`config.mk`:
```
export PLATFORM = sky130hd
export DESIGN_NAME = mulaw_decode_2x_interpolator
export DESIGN_NICKNAME = d
export VERILOG_FILES = /design/src/rtl/core/mlaw_pkg.sv /design/src/rtl/core/mlaw_csr.sv /design/src/rtl/core/mlaw_expand.sv /design/src/rtl/core/mlaw_resbuf.sv /design/src/rtl/core/mulaw_decode_2x_interpolator.sv
export SDC_FILE = /design/constraint.sdc
export NUM_CORES = 1
export LEC_CHECK = 0
export ABC_AREA = 1
export BUFFER_PORTS_ARGS = -buffer_cell sky130_fd_sc_hd__buf_2
export CAP_MARGIN = 30
export CORE_MARGIN = 8
export CORE_UTILIZATION = 63
export DETAILED_ROUTE_END_ITERATION = 12
export GPL_TIMING_DRIVEN = 1
export PLACE_DENSITY_LB_ADDON = 0.15
export SYNTH_ARGS = -nofsm -noshare
export SYNTH_HDL_FRONTEND = slang
export SYNTH_HIERARCHICAL = 1
export SYNTH_SLANG_ARGS = --single-unit
```
`constraint.sdc`:
```
create_clock -name clock -period 6.01 [get_ports clock]
set_input_delay 0.3005 -clock clock [delete_from_list [all_inputs] [get_ports clock]]
set_output_delay 0.3005 -clock clock [all_outputs]
set_load 0.01 [all_outputs]
```
`src/rtl/core/mlaw_pkg.sv`:
```
// shared types and constants for the mu-law decoder with 2x interpolation
// no dependencies
package mlaw_pkg;

   localparam int unsigned SAMPLE_W = 16;
   localparam int unsigned POS_W    = 16;
   localparam int unsigned CODE_W   = 8;
   localparam int unsigned ADDR_W   = 3;
   localparam int unsigned DATA_W   = 32;

   // expansion constants
   localparam logic [14:0] MU_BIAS = 15'h0084;

   // input operations
   typedef enum logic {
      OP_DECODE = 1'b0,
      OP_START  = 1'b1
   } op_type;

   // register indexes, taken from paddr[2]
   typedef enum logic {
      REG_START_POSITION = 1'b0,
      REG_STREAM_LENGTH  = 1'b1
   } reg_index_type;

   typedef struct packed {
      logic [POS_W-1:0] start_position;
      logic [POS_W-1:0] stream_length;
   } cfg_type;

   // what the control stage hands to the result buffer
   typedef struct packed {
      logic                       load;
      logic                       has_mid;
      logic signed [SAMPLE_W-1:0] mid;
      logic signed [SAMPLE_W-1:0] cur;
   } res_load_type;

endpackage

```
`src/rtl/core/mlaw_csr.sv`:
```
// configuration registers behind the APB-style port
// depends on mlaw_pkg
module mlaw_csr import mlaw_pkg::*; (
   input  logic              clock,
   input  logic              reset,
   input  logic              psel,
   input  logic              penable,
   input  logic              pwrite,
   input  logic [ADDR_W-1:0] paddr,
   input  logic [DATA_W-1:0] pwdata,
   output logic [DATA_W-1:0] prdata,
   output logic              pready,
   output cfg_type           cfg
);

   cfg_type       cfg_ff;
   cfg_type       cfg_in;
   reg_index_type idx;
   logic          wr_en;

   assign pready = 1'b1;
   assign idx    = reg_index_type'(paddr[2]);
   assign wr_en  = psel & penable & pwrite & pready;

   always_comb begin
      cfg_in = cfg_ff;
      if (wr_en) begin
         unique case (idx)
            REG_START_POSITION: cfg_in.start_position = pwdata[POS_W-1:0];
            REG_STREAM_LENGTH:  cfg_in.stream_length  = pwdata[POS_W-1:0];
            default:            cfg_in = cfg_ff;
         endcase
      end
   end

   always_ff @(posedge clock) begin
      if (reset) begin
         cfg_ff <= '0;
      end else begin
         cfg_ff <= cfg_in;
      end
   end

   always_comb begin
      unique case (idx)
         REG_START_POSITION: prdata = {{(DATA_W-POS_W){1'b0}}, cfg_ff.start_position};
         REG_STREAM_LENGTH:  prdata = {{(DATA_W-POS_W){1'b0}}, cfg_ff.stream_length};
         default:            prdata = '0;
      endcase
   end

   assign cfg = cfg_ff;

endmodule

```
`src/rtl/core/mlaw_expand.sv`:
```
// mu-law code to signed 16-bit linear sample
// depends on mlaw_pkg
module mlaw_expand import mlaw_pkg::*; (
   input  logic        [CODE_W-1:0]   code,
   output logic signed [SAMPLE_W-1:0] sample
);

   logic [CODE_W-1:0] u;
   logic [2:0]        ex;
   logic [3:0]        mant;
   logic [14:0]       biased;
   logic [14:0]       mag;

   always_comb begin
      u      = ~code;
      ex     = u[6:4];
      mant   = u[3:0];
      biased = {8'd0, mant, 3'd0} + MU_BIAS;
      // at most 252 << 7, so 15 bits hold it
      mag    = (biased << ex) - MU_BIAS;
      if (u[7]) begin
         sample = -$signed({1'b0, mag});
      end else begin
         sample = $signed({1'b0, mag});
      end
   end

endmodule

```
`src/rtl/core/mlaw_resbuf.sv`:
```
// result buffer: holds the midpoint and the decoded sample of one byte
// depends on mlaw_pkg
module mlaw_resbuf import mlaw_pkg::*; (
   input  logic                       clock,
   input  logic                       reset,
   input  res_load_type               res_load,
   output logic                       free,
   output logic                       rsp_valid,
   input  logic                       rsp_ready,
   output logic signed [SAMPLE_W-1:0] rsp_pcm_sample,
   output logic                       rsp_is_interpolated,
   output logic                       rsp_last
);

   logic                       mid_pend_ff, mid_pend_in;
   logic                       cur_pend_ff, cur_pend_in;
   logic signed [SAMPLE_W-1:0] mid_ff, mid_in;
   logic signed [SAMPLE_W-1:0] cur_ff, cur_in;
   logic                       take;

   assign rsp_valid           = mid_pend_ff | cur_pend_ff;
   assign rsp_pcm_sample      = mid_pend_ff ? mid_ff : cur_ff;
   assign rsp_is_interpolated = mid_pend_ff;
   assign rsp_last            = ~mid_pend_ff;
   assign take                = rsp_valid & rsp_ready;
   // empty, or the final sample leaves in this cycle
   assign free                = ~rsp_valid | (take & ~mid_pend_ff);

   always_comb begin
      mid_pend_in = mid_pend_ff;
      cur_pend_in = cur_pend_ff;
      mid_in      = mid_ff;
      cur_in      = cur_ff;
      if (take) begin
         if (mid_pend_ff) begin
            mid_pend_in = 1'b0;
         end else begin
            cur_pend_in = 1'b0;
         end
      end
      if (res_load.load) begin
         mid_pend_in = res_load.has_mid;
         cur_pend_in = 1'b1;
         mid_in      = res_load.mid;
         cur_in      = res_load.cur;
      end
   end

   always_ff @(posedge clock) begin
      if (reset) begin
         mid_pend_ff <= 1'b0;
         cur_pend_ff <= 1'b0;
      end else begin
         mid_pend_ff <= mid_pend_in;
         cur_pend_ff <= cur_pend_in;
      end
   end

   always_ff @(posedge clock) begin
      mid_ff <= mid_in;
      cur_ff <= cur_in;
   end

endmodule

```
`src/rtl/core/mulaw_decode_2x_interpolator.sv`:
```
// mu-law decoder with 2x interpolation, top level
// flow: an input transfer is registered in stage 1, then decoded into the result buffer
//   once the buffer is free; the buffer registers the results for the response port
// throughput: one byte per cycle while rsp_ready stays high and no byte yields a midpoint;
//   a byte with midpoint and sample holds the next until both leave the two-entry result buffer
// reset: synchronous, active high; clears registers, playback state and buffer
module mulaw_decode_2x_interpolator import mlaw_pkg::*; (
   input  logic                       clock,
   input  logic                       reset,
   input  logic                       req_valid,
   output logic                       req_ready,
   input  logic                       req_operation,
   input  logic        [CODE_W-1:0]   req_mulaw_byte,
   output logic                       rsp_valid,
   input  logic                       rsp_ready,
   output logic signed [SAMPLE_W-1:0] rsp_pcm_sample,
   output logic                       rsp_is_interpolated,
   output logic                       rsp_last,
   input  logic                       psel,
   input  logic                       penable,
   input  logic                       pwrite,
   input  logic        [ADDR_W-1:0]   paddr,
   input  logic        [DATA_W-1:0]   pwdata,
   output logic        [DATA_W-1:0]   prdata,
   output logic                       pready
);

   cfg_type      cfg;
   res_load_type res_load;
   logic         buf_free;

   logic                       s1_valid_ff, s1_valid_in;
   op_type                     s1_op_ff;
   logic        [CODE_W-1:0]   s1_byte_ff;
   logic        [POS_W-1:0]    position_ff, position_in;
   logic                       playing_ff, playing_in;
   logic                       have_prev_ff, have_prev_in;
   logic signed [SAMPLE_W-1:0] prev_ff, prev_in;
   logic signed [SAMPLE_W-1:0] cur;
   logic signed [SAMPLE_W:0]   mid_sum;
   logic                       s1_go;
   logic                       req_xfer;

   mlaw_csr u_csr (
      .clock   (clock),
      .reset   (reset),
      .psel    (psel),
      .penable (penable),
      .pwrite  (pwrite),
      .paddr   (paddr),
      .pwdata  (pwdata),
      .prdata  (prdata),
      .pready  (pready),
      .cfg     (cfg)
   );

   mlaw_expand u_expand (
      .code   (s1_byte_ff),
      .sample (cur)
   );

   mlaw_resbuf u_resbuf (
      .clock               (clock),
      .reset               (reset),
      .res_load            (res_load),
      .free                (buf_free),
      .rsp_valid           (rsp_valid),
      .rsp_ready           (rsp_ready),
      .rsp_pcm_sample      (rsp_pcm_sample),
      .rsp_is_interpolated (rsp_is_interpolated),
      .rsp_last            (rsp_last)
   );

   assign s1_go     = s1_valid_ff & buf_free;
   assign req_ready = ~s1_valid_ff | buf_free;
   assign req_xfer  = req_valid & req_ready;

   // rounds halves toward plus infinity; sum of two samples plus one fits 17 bits
   assign mid_sum = $signed({prev_ff[SAMPLE_W-1], prev_ff})
                  + $signed({cur[SAMPLE_W-1], cur}) + 17'sd1;

   always_comb begin
      s1_valid_in      = s1_valid_ff;
      position_in      = position_ff;
      playing_in       = playing_ff;
      have_prev_in     = have_prev_ff;
      prev_in          = prev_ff;
      res_load.load    = 1'b0;
      res_load.has_mid = have_prev_ff;
      res_load.mid     = mid_sum[SAMPLE_W:1];
      res_load.cur     = cur;

      if (s1_go) begin
         s1_valid_in = 1'b0;
         unique case (s1_op_ff)
            OP_START: begin
               position_in  = cfg.start_position;
               playing_in   = 1'b1;
               have_prev_in = 1'b0;
            end
            OP_DECODE: begin
               if (playing_ff) begin
                  if (position_ff >= cfg.stream_length) begin
                     playing_in = 1'b0;
                  end else begin
                     position_in   = position_ff + 16'd1;
                     have_prev_in  = 1'b1;
                     prev_in       = cur;
                     res_load.load = 1'b1;
                  end
               end
            end
            default: s1_valid_in = 1'b0;
         endcase
      end
      if (req_xfer) begin
         s1_valid_in = 1'b1;
      end
   end

   always_ff @(posedge clock) begin
      if (reset) begin
         s1_valid_ff  <= 1'b0;
         position_ff  <= '0;
         playing_ff   <= 1'b0;
         have_prev_ff <= 1'b0;
      end else begin
         s1_valid_ff  <= s1_valid_in;
         position_ff  <= position_in;
         playing_ff   <= playing_in;
         have_prev_ff <= have_prev_in;
      end
   end

   always_ff @(posedge clock) begin
      prev_ff <= prev_in;
      if (req_xfer) begin
         s1_op_ff   <= op_type'(req_operation);
         s1_byte_ff <= req_mulaw_byte;
      end
   end

endmodule

```
-- Word level (Yosys, flattened, before mapping)
Index checks and enable logic that the tools add are counted.
- logic and storage cells: 68
- input port bits: 51
- bits in registers: 110
- magnitude comparators: 1
- bitwise logic cells: 16
- mux-type cells: 21
- shift-type cells: 1
- equality and inequality tests: 3
- reductions and logical operators: 7
- $add $sub $neg: 6
- operators with widths (operator ; count):
    $mux W16 ; 4
    $pmux W32 S2 ; 1
    $pmux W16 S2 ; 1
    $add A16 B16 Y17 ; 1
    $add A17 B2 Y17 const B ; 1
    $add A16 B1 Y16 const B ; 1
    $ge A16 B16 Y1 ; 1
    $neg A15 Y16 ; 1
    $shl A15 B3 Y15 ; 1
    $sub A15 B8 Y15 const B ; 1
    $mux W1 ; 13
    $add A7 B8 Y9 const B ; 1
    $not A8 Y8 ; 1
    $and A1 B1 Y1 ; 6
    $ne A2 B2 Y1 const B ; 3
    $not A1 Y1 ; 6
    $reduce_and A2 Y1 ; 3
    $pmux W1 S2 ; 2
    $reduce_and A4 Y1 ; 1
    $reduce_bool A2 Y1 ; 2
    $or A1 B1 Y1 ; 3
    $reduce_and A3 Y1 ; 1

-- Longest topological paths before layout
Gate-level depths: netlist of the first run.
- depth in word-level cells: 8
- gate-level depth with buffers: 30
- gate-level depth less buffers: 29

-- By module
The synthesis of the first run kept the hierarchy.
- by module, submodules not included (module ; area an instance (µm²) ; cells each ; seq. area each (µm²) ; instances):
    mulaw_decode_2x_interpolator ; 3333.2 ; 458 ; 1131.1 ; 1
    mlaw_csr ; 1779.2 ; 266 ; 640.6 ; 1
    mlaw_resbuf ; 1260.0 ; 95 ; 1001.0 ; 1
    mlaw_expand ; 929.6 ; 172 ; 0.0 ; 1

-- Worst setup path before layout of the first run
Ideal clock, no wire load.
- path kind: register to register
- start point: register u_resbuf.mid_pend_ff (netlist: u_resbuf/rsp_is_interpolated)
- end point: register u_resbuf.mid_pend_ff (netlist: u_resbuf/rsp_is_interpolated)
- data arrival time: 3.206 ns
- buffers on the path: 2
- cell stages (with the launch flop): 13
- setup slack: 2.688 ns
- path through: dfxtp_1 > buf_2 > a21oi_1 > nand2_1 > nor3b_2 > nand2_1 > nor2_2 > nand2_4 > buf_6 > nor2_1 > inv_1 > nand3_2 > a21oi_2
- RTL lines (item ; line ; RTL):
    from (decl) ; mlaw_resbuf.sv:15 ; logic mid_pend_ff, mid_pend_in;
    from (signal assigned) ; mlaw_resbuf.sv:54 ; mid_pend_ff <= mid_pend_in;

-- Worst setup path after layout of the first run
- start point: register s1_byte_ff[6]
- end point: register u_resbuf.mid_ff[12] (data pin)
- longest elaborated chain between the ends: 7
- RTL lines (item ; line ; RTL):
    from (decl) ; mulaw_decode_2x_interpolator.sv:34 ; logic [CODE_W-1:0] s1_byte_ff;
    from (signal assigned) ; mulaw_decode_2x_interpolator.sv:139 ; s1_byte_ff <= req_mulaw_byte;
    $not A8 Y8 (*) ; mlaw_expand.sv:15 ; u = ~code;
    $shl A15 B3 Y15 (*) ; mlaw_expand.sv:20 ; mag = (biased << ex) - MU_BIAS;
    $sub A15 B8 Y15 (*) ; mlaw_expand.sv:20 ;
    $neg A15 Y16 ; mlaw_expand.sv:22 ; sample = -$signed({1'b0, mag});
    $mux W16 (*) ; mlaw_expand.sv:21 ; if (u[7]) begin
    named net cur[12] ; mulaw_decode_2x_interpolator.sv:39 ; logic signed [SAMPLE_W-1:0] cur;
    $add A16 B16 Y17 (*) ; mulaw_decode_2x_interpolator.sv:80 ; + $signed({cur[SAMPLE_W-1], cur}) + 17'sd1;
    $add A17 B2 Y17 (*) ; mulaw_decode_2x_interpolator.sv:80 ;
    named net mid_sum[13] ; mulaw_decode_2x_interpolator.sv:40 ; logic signed [SAMPLE_W:0] mid_sum;
    to (signal assigned) ; mlaw_resbuf.sv:60 ; mid_ff <= mid_in;
    to (decl) ; mlaw_resbuf.sv:17 ; logic signed [SAMPLE_W-1:0] mid_ff, mid_in;
Mark *: on every way through the listed nets, which the timed path passes. The rest lies on a longest branch.
A chain may end at the register's enable or synchronous reset.

==> metrics, run 1 <==
clock latency on the worst-skew pair 0.35 ns; Antenna Nets Post-Route 0; Slew HR 38.8%; Main synth FF type edfxtp_1; placed cell count 1171; detailed-route DRC error count 0; post-layout power 1.96 mW; CP top delay family simple AND/OR/NAND/NOR gates; Yosys cell types 45; DRT Pass-1 Iters 5; post-CTS setup buffers 0; antenna violations before repair 0; reg2reg start s1_byte_ff[6]; Worst setup EP type flop; setup tns final 0 ns; Die Width 124 um; Mapped Cells 991; area of the core 11400 um^2; combinational share of power 24.7%; Pleak 3.83 nW; CTS buffer count 9; RePlAce Congestion 0.904; Final Hold Fails 0; cts-stage hold buffer count 0; Critical Path Max Stage Delay 0.68 ns; Worst R2R Path Depth 26; diode count 0; part of the cycle the worst path needs 65.3%; Seq cells post-synth 110; Worst Hold End s1_byte_ff[5]; vias in the first global route 5654; dpl hpwl 11.8 mm; final setup vio count 0; Syn Area/Cell 7.37 um^2; Clk pwr share 30.9%; WHS 0.124 ns; largest net degree at the start of global routing 37; Post-synth EDFFs 57; Setup Skew 0.00990 ns; htree depth 3; worst setup margin 2.08 ns; status finished clean; worst-case vdd ir drop 0.194 mV; Slew Viols, Final 0; r2r endpoint u_resbuf/mid_ff[12]; layout cells sized above 1 17.1%; CP Class flop to flop; via/cell ratio 5.19; die area 15300 um^2; Placement Setup Slack 2.13 ns; min Tclk post-route 3.93 ns; Startpoint Class flop; HP Start req_mulaw_byte[5]; synthesized area 7300 um^2; Max stage delay cell, worst path edfxtp_1; cts repair resizes 0; CP Max Fanout 13; row count 39; Worst Hold Class input port to flop; Initial DRC Count 461; I/O Buffers 68; global-route wire length before repair 26.1 mm; PwrDens 249 nW/um^2; reg2reg setup slack 2.08 ns; GRT Util Overall 21.1%; Starting Density 64.2%; post-route cell area 7850 um^2; sw frac 31.9%; Chip Height 124 um; Crit path buffers/inverters 4; clock sink count 110; Cell Count, Final, Fillers Out 1187; CTS tree built; Ys Warns 6; total wire length 15.9 mm; I/O pin count 104; placed instance area 7550 um^2; fmax 255 MHz; CTS Buffer Depth 2; unrepaired setup endpoints after global routing false; Via Count 6159; average wire per standard cell 13.4 um; Worst Tran Pin Value 0.917 ns; Worst path most repeated cell nand2_1; Root Driver clkbuf_16; WP data required 6.10 ns; Psw 0.625 mW; post-layout util 69.1%; GRT overflow 0; hold depth 1; post-synthesis sequential area ratio 38.0%; clock-pin slew on the worst setup and hold paths 0.07 ns; MaxCap Viol Count 0; # nets final 1127; fraction of registers with async set/reset 0%; Critical Path AT 4.02 ns; area delta synth->final 7.56%; Internal Power 1.33 mW; Seq pwr share 44.4%
==> synthesized netlist by cell type, types with 2 or more instances <==
master	number	area share, %
o21ai_1	9	0.62
ha_1	36	6.2
clkinv_1	3	0.15
o21ai_2	2	0.24
xor2_1	18	2.2
nor2_8	3	0.82
conb_1	3	0.15
buf_2	11	0.75
buf_6	6	0.93
nand2_2	17	1.5
o21ai_0	14	0.96
buf_4	25	2.6
a21oi_1	46	3.2
nor3_1	2	0.14
edfxtp_1	57	23
nor2_1	92	4.7
buf_1	2	0.10
o21a_1	2	0.21
clkbuf_1	6	0.31
nand3_2	15	2.1
nand3_1	77	5.3
a31oi_1	4	0.34
a21oi_2	2	0.24
dfxtp_1	53	15
xnor2_1	3	0.36
inv_1	93	4.8
inv_2	15	0.77
nor2_4	3	0.46
inv_4	2	0.17
nand2_1	318	16
nand2_4	3	0.46
nand4_1	11	0.94
or2_1	2	0.17
nor2_2	25	2.1
==> cell usage in the layout (no fill, tap or decap), drive strengths merged, types with 2 or more instances in the layout <==
| cell type | instances |
|---|---|
| ha | 36 |
| o21a | 2 |
| clkinvlp | 2 |
| dfxtp | 53 |
| nand3 | 93 |
| a21oi | 48 |
| a31oi | 4 |
| buf | 72 |
| clkinv | 4 |
| nor3 | 2 |
| or2 | 2 |
| clkbuf | 10 |
| nand2 | 338 |
| o21ai | 26 |
| xor2 | 19 |
| inv | 112 |
| xnor2 | 3 |
| nand4 | 11 |
| edfxtp | 57 |
| conb | 19 |
| nor2 | 123 |
==> worst reg2reg max path, cell delays in order, from the launching register on <==
cell      delay, ns
edfxtp_1       0.68
inv_2          0.21
nor2_4         0.21
nand2_2        0.10
ha_1           0.21
nand2_2        0.07
nand2_2        0.06
inv_2          0.07
nand2_4        0.05
inv_2          0.05
nand2_1        0.05
nand2_2        0.11
nand2_1        0.07
nand2_1        0.05
nand2_1        0.10
nor2_1         0.14
nand3_1        0.09
nand2_1        0.07
nand2_1        0.05
nand2_1        0.05
inv_1          0.08
ha_1           0.35
a21oi_1        0.25
o21ai_0        0.14
a31oi_1        0.15
nand2_1        0.08
xor2_1         0.14
==> registers in the layout, summed over array words and instances, names as in the netlist <==
| signal | flops |
|---|---|
| u_csr/cfg | 32 |
| position_ff | 16 |
| prev_ff | 16 |
| u_resbuf/cur_ff | 16 |
| u_resbuf/mid_ff | 16 |
| s1_byte_ff | 8 |
| have_prev_ff | 1 |
| playing_ff | 1 |
| s1_op_ff | 1 |
| s1_valid_ff | 1 |
| u_resbuf/cur_pend_ff | 1 |
| u_resbuf/rsp_is_interpolated | 1 |
==> power by group through the flow <==
stage          clock network (mW)  registers (mW)  logic (mW)
6_report                    0.605           0.870       0.483
5_1_grt                     0.641           0.873       0.546
4_1_cts                     0.616           0.869       0.480
3_5_place_dp                    0           0.886       0.476
3_3_place_gp                    0           0.886       0.463
2_1_floorplan                   0           0.870       0.393
==> per-layer routing <==
metal	wire length (um)	share of wire [%]	global-route usage, %	vias up
met3	1170	7.4	3.54	14
li1	-	-	-	3212
met5	0	0	0	-
met4	170	1.1	5.64	0
met2	6950	44	32.6	169
met1	7570	48	30.1	2764
==> cell type report <==
| type | instances | area (um^2) |
|---|---|---|
| fillers | 1001 | 3520 |
| clock inverters | 6 | 71.3 |
| well taps | 143 | 179 |
| repair buffers | 72 | 370 |
| flip-flops and latches | 110 | 2770 |
| clock buffers | 10 | 229 |
| multi-input cells | 733 | 3800 |
| inverters | 113 | 429 |
==> worst max-delay path by stage <==
| stage | cells past startpoint | endpoint | slack, ns | from |
|---|---|---|---|---|
| floorplan | 12 | u_resbuf/rsp_is_interpolated | 2.69 | u_resbuf/rsp_is_interpolated |
| global placement | 26 | u_resbuf/mid_ff[12] | 2.25 | s1_byte_ff[6] |
| detailed placement | 26 | u_resbuf/mid_ff[12] | 2.13 | s1_byte_ff[6] |
| CTS | 26 | u_resbuf/mid_ff[12] | 2.12 | s1_byte_ff[6] |
| global route | 27 | u_resbuf/mid_ff[14] | 1.70 | s1_byte_ff[6] |
| finish | 26 | u_resbuf/mid_ff[12] | 2.08 | s1_byte_ff[6] |
==> cell families (layout without fill, tap and decap cells) <==
group / Yosys count / in the layout / synth area share (%)
DFF: 110 / 110 / 38.0
other: 3 / 19 / 0.154
AOI/OAI and AO/OA: 83 / 83 / 6.27
adders and majority gates: 37 / 37 / 6.44
buffers and inverters: 164 / 201 / 10.8
xor gates and xnor gates: 22 / 22 / 2.74
and+or+nand+nor: 572 / 572 / 35.6
Note: power is estimated with default switching activity, not from simulation.
==> run 2: changes to the inputs <==
CORE_UTILIZATION = 59   (was 63)
clock period = 3.7 ns   (was 6.01 ns; I/O delays follow)
==> run 2 against run 1 <==
Combinational power increased by 77%. Clock-buffer cell count stayed put. Wire length up 1.1%. Register-to-register slack lost 1.8 ns. Critical path depth up 3. Total power rose by 62%. Die area grew 5.9%. Largest cell class unchanged.
==> metrics, run 2 (synthesis gave the netlist of run 1 again) <==
status finished clean; vias in the first global route 5612; Chip Height 127 um; WP data required 3.81 ns; detailed-route DRC error count 0; Placement Setup Slack 0.101 ns; GRT Util Overall 20.0%; antenna violations before repair 0; HP Start req_mulaw_byte[1]; Worst setup EP type flop; DRT Pass-1 Iters 5; die area 16200 um^2; clock-pin slew on the worst setup and hold paths 0.07 ns; average wire per standard cell 13.0 um; RePlAce Congestion 0.868; Cell Count, Final, Fillers Out 1236; Worst path most repeated cell nand2_1; worst-case vdd ir drop 0.267 mV; Slew Viols, Final 0; MaxCap Viol Count 0; global-route wire length before repair 26.4 mm; Max stage delay cell, worst path edfxtp_1; Critical Path Max Stage Delay 0.37 ns; Antenna Nets Post-Route 0; Slew HR 37.4%; htree depth 3; Worst Hold Class input port to flop; Worst Tran Pin Value 0.938 ns; GRT overflow 0; Pleak 3.93 nW; clock sink count 110; Reg area 2770 um^2; most common cell after layout, fill and taps aside nand2_1; layout cells sized above 1 19.2%; commonest non-fill, non-tap cells in the layout 317 x nand2_1, 92 x inv_1, 90 x nor2_1; crit path from s1_byte_ff[4]; WHS 0.0120 ns; Critical Path AT 3.56 ns; post-layout util 67.3%; Initial DRC Count 390; largest net degree at the start of global routing 37; placed cell count 1207; dpl hpwl 11.8 mm; post-route cell area 8120 um^2; final setup vio count 0; area of the core 12100 um^2; clock latency on the worst-skew pair 0.36 ns; Die Width 127 um; CTS Buffer Depth 2; CP Class flop to flop; CTS buffer count 9; diode count 0; Starting Density 60.5%; # nets final 1151; via/cell ratio 5.07; fill count 1095; total wire length 16.0 mm; Root Driver clkbuf_16; worst setup margin 0.253 ns; Setup Skew 0.0112 ns; Startpoint Class flop; max reg flops 32; fmax 290 MHz; min Tclk post-route 3.45 ns; row count 40; CP Max Fanout 6; area taken by multi-input logic gates 3860 um^2; Via Count 6270; reg2reg start s1_byte_ff[4]; CTS tree built; PwrDens 390 nW/um^2; post-layout power 3.17 mW; setup tns final 0 ns; placed instance area 7670 um^2; Final Hold Fails 0; part of the cycle the worst path needs 93.2%; area delta synth->final 11.2%; I/O pin count 104; I/O Buffers 68
-- run 2: cell types whose count changed in the layout (fill, tap and decap cells not counted), moves of 4 or more --
cell           before  now
a21oi_1            46   42
a21oi_2             2    6
buf_4               4   19
dlygate4sd3_1       0    8
-- run 2: final cells by class --
class                           count  area share, %
Multi-Input combinational cell    733           47.6
Sequential cell                   110           34.1
Timing Repair Buffer               96           7.07
Inverter                          113           5.28
Clock buffer                       10           2.82
Tap cell                          168           2.59
Clock inverter                      6          0.524
-- run 2: path summary, 6_finish.rpt --
path                                             to  slack (ns)  cells past startpoint
worst min register to register         have_prev_ff        0.45                      2
worst min-delay path                  s1_byte_ff[1]        0.01                      1
worst max register to register  u_resbuf/mid_ff[14]        0.25                     29
worst max-delay path            u_resbuf/mid_ff[14]        0.25                     29
-- run 2: worst max-delay path: cells and delay by family (launching register included) --
kind	cells	cell delay, ns
xor gates and xnor gates	1	0.20
and+or+nand+nor	20	1.59
buffers and inverters	6	0.51
adders and majority gates	2	0.51
DFF	1	0.37
-- run 2: where the power goes --
part | switching [mW] | internal [mW] | total (mW)
clock network | 0.448 | 0.461 | 0.909
registers | 0.0457 | 1.36 | 1.41
logic | 0.535 | 0.319 | 0.854
-- run 2: repair_timing --
action / CTS / global route
hold endpoints to repair: 8 / 0
gates resized for setup: 0 / 13
hold buffers: 8 / 0
endpoints found under the setup margin: 0 / 7
setup buffers: 0 / 5
-- run 2: layer usage --
| metal | part of all wire, % | wire length [um] | up-vias | global-route usage [%] |
|---|---|---|---|---|
| met1 | 49 | 7910 | 2827 | 28.3 |
| met3 | 6.2 | 998 | 14 | 3.74 |
| met2 | 43 | 6930 | 163 | 30.0 |
| li1 | - | - | 3266 | - |
| met4 | 1.3 | 205 | 0 | 6.51 |
| met5 | 0 | 0 | - | 0 |
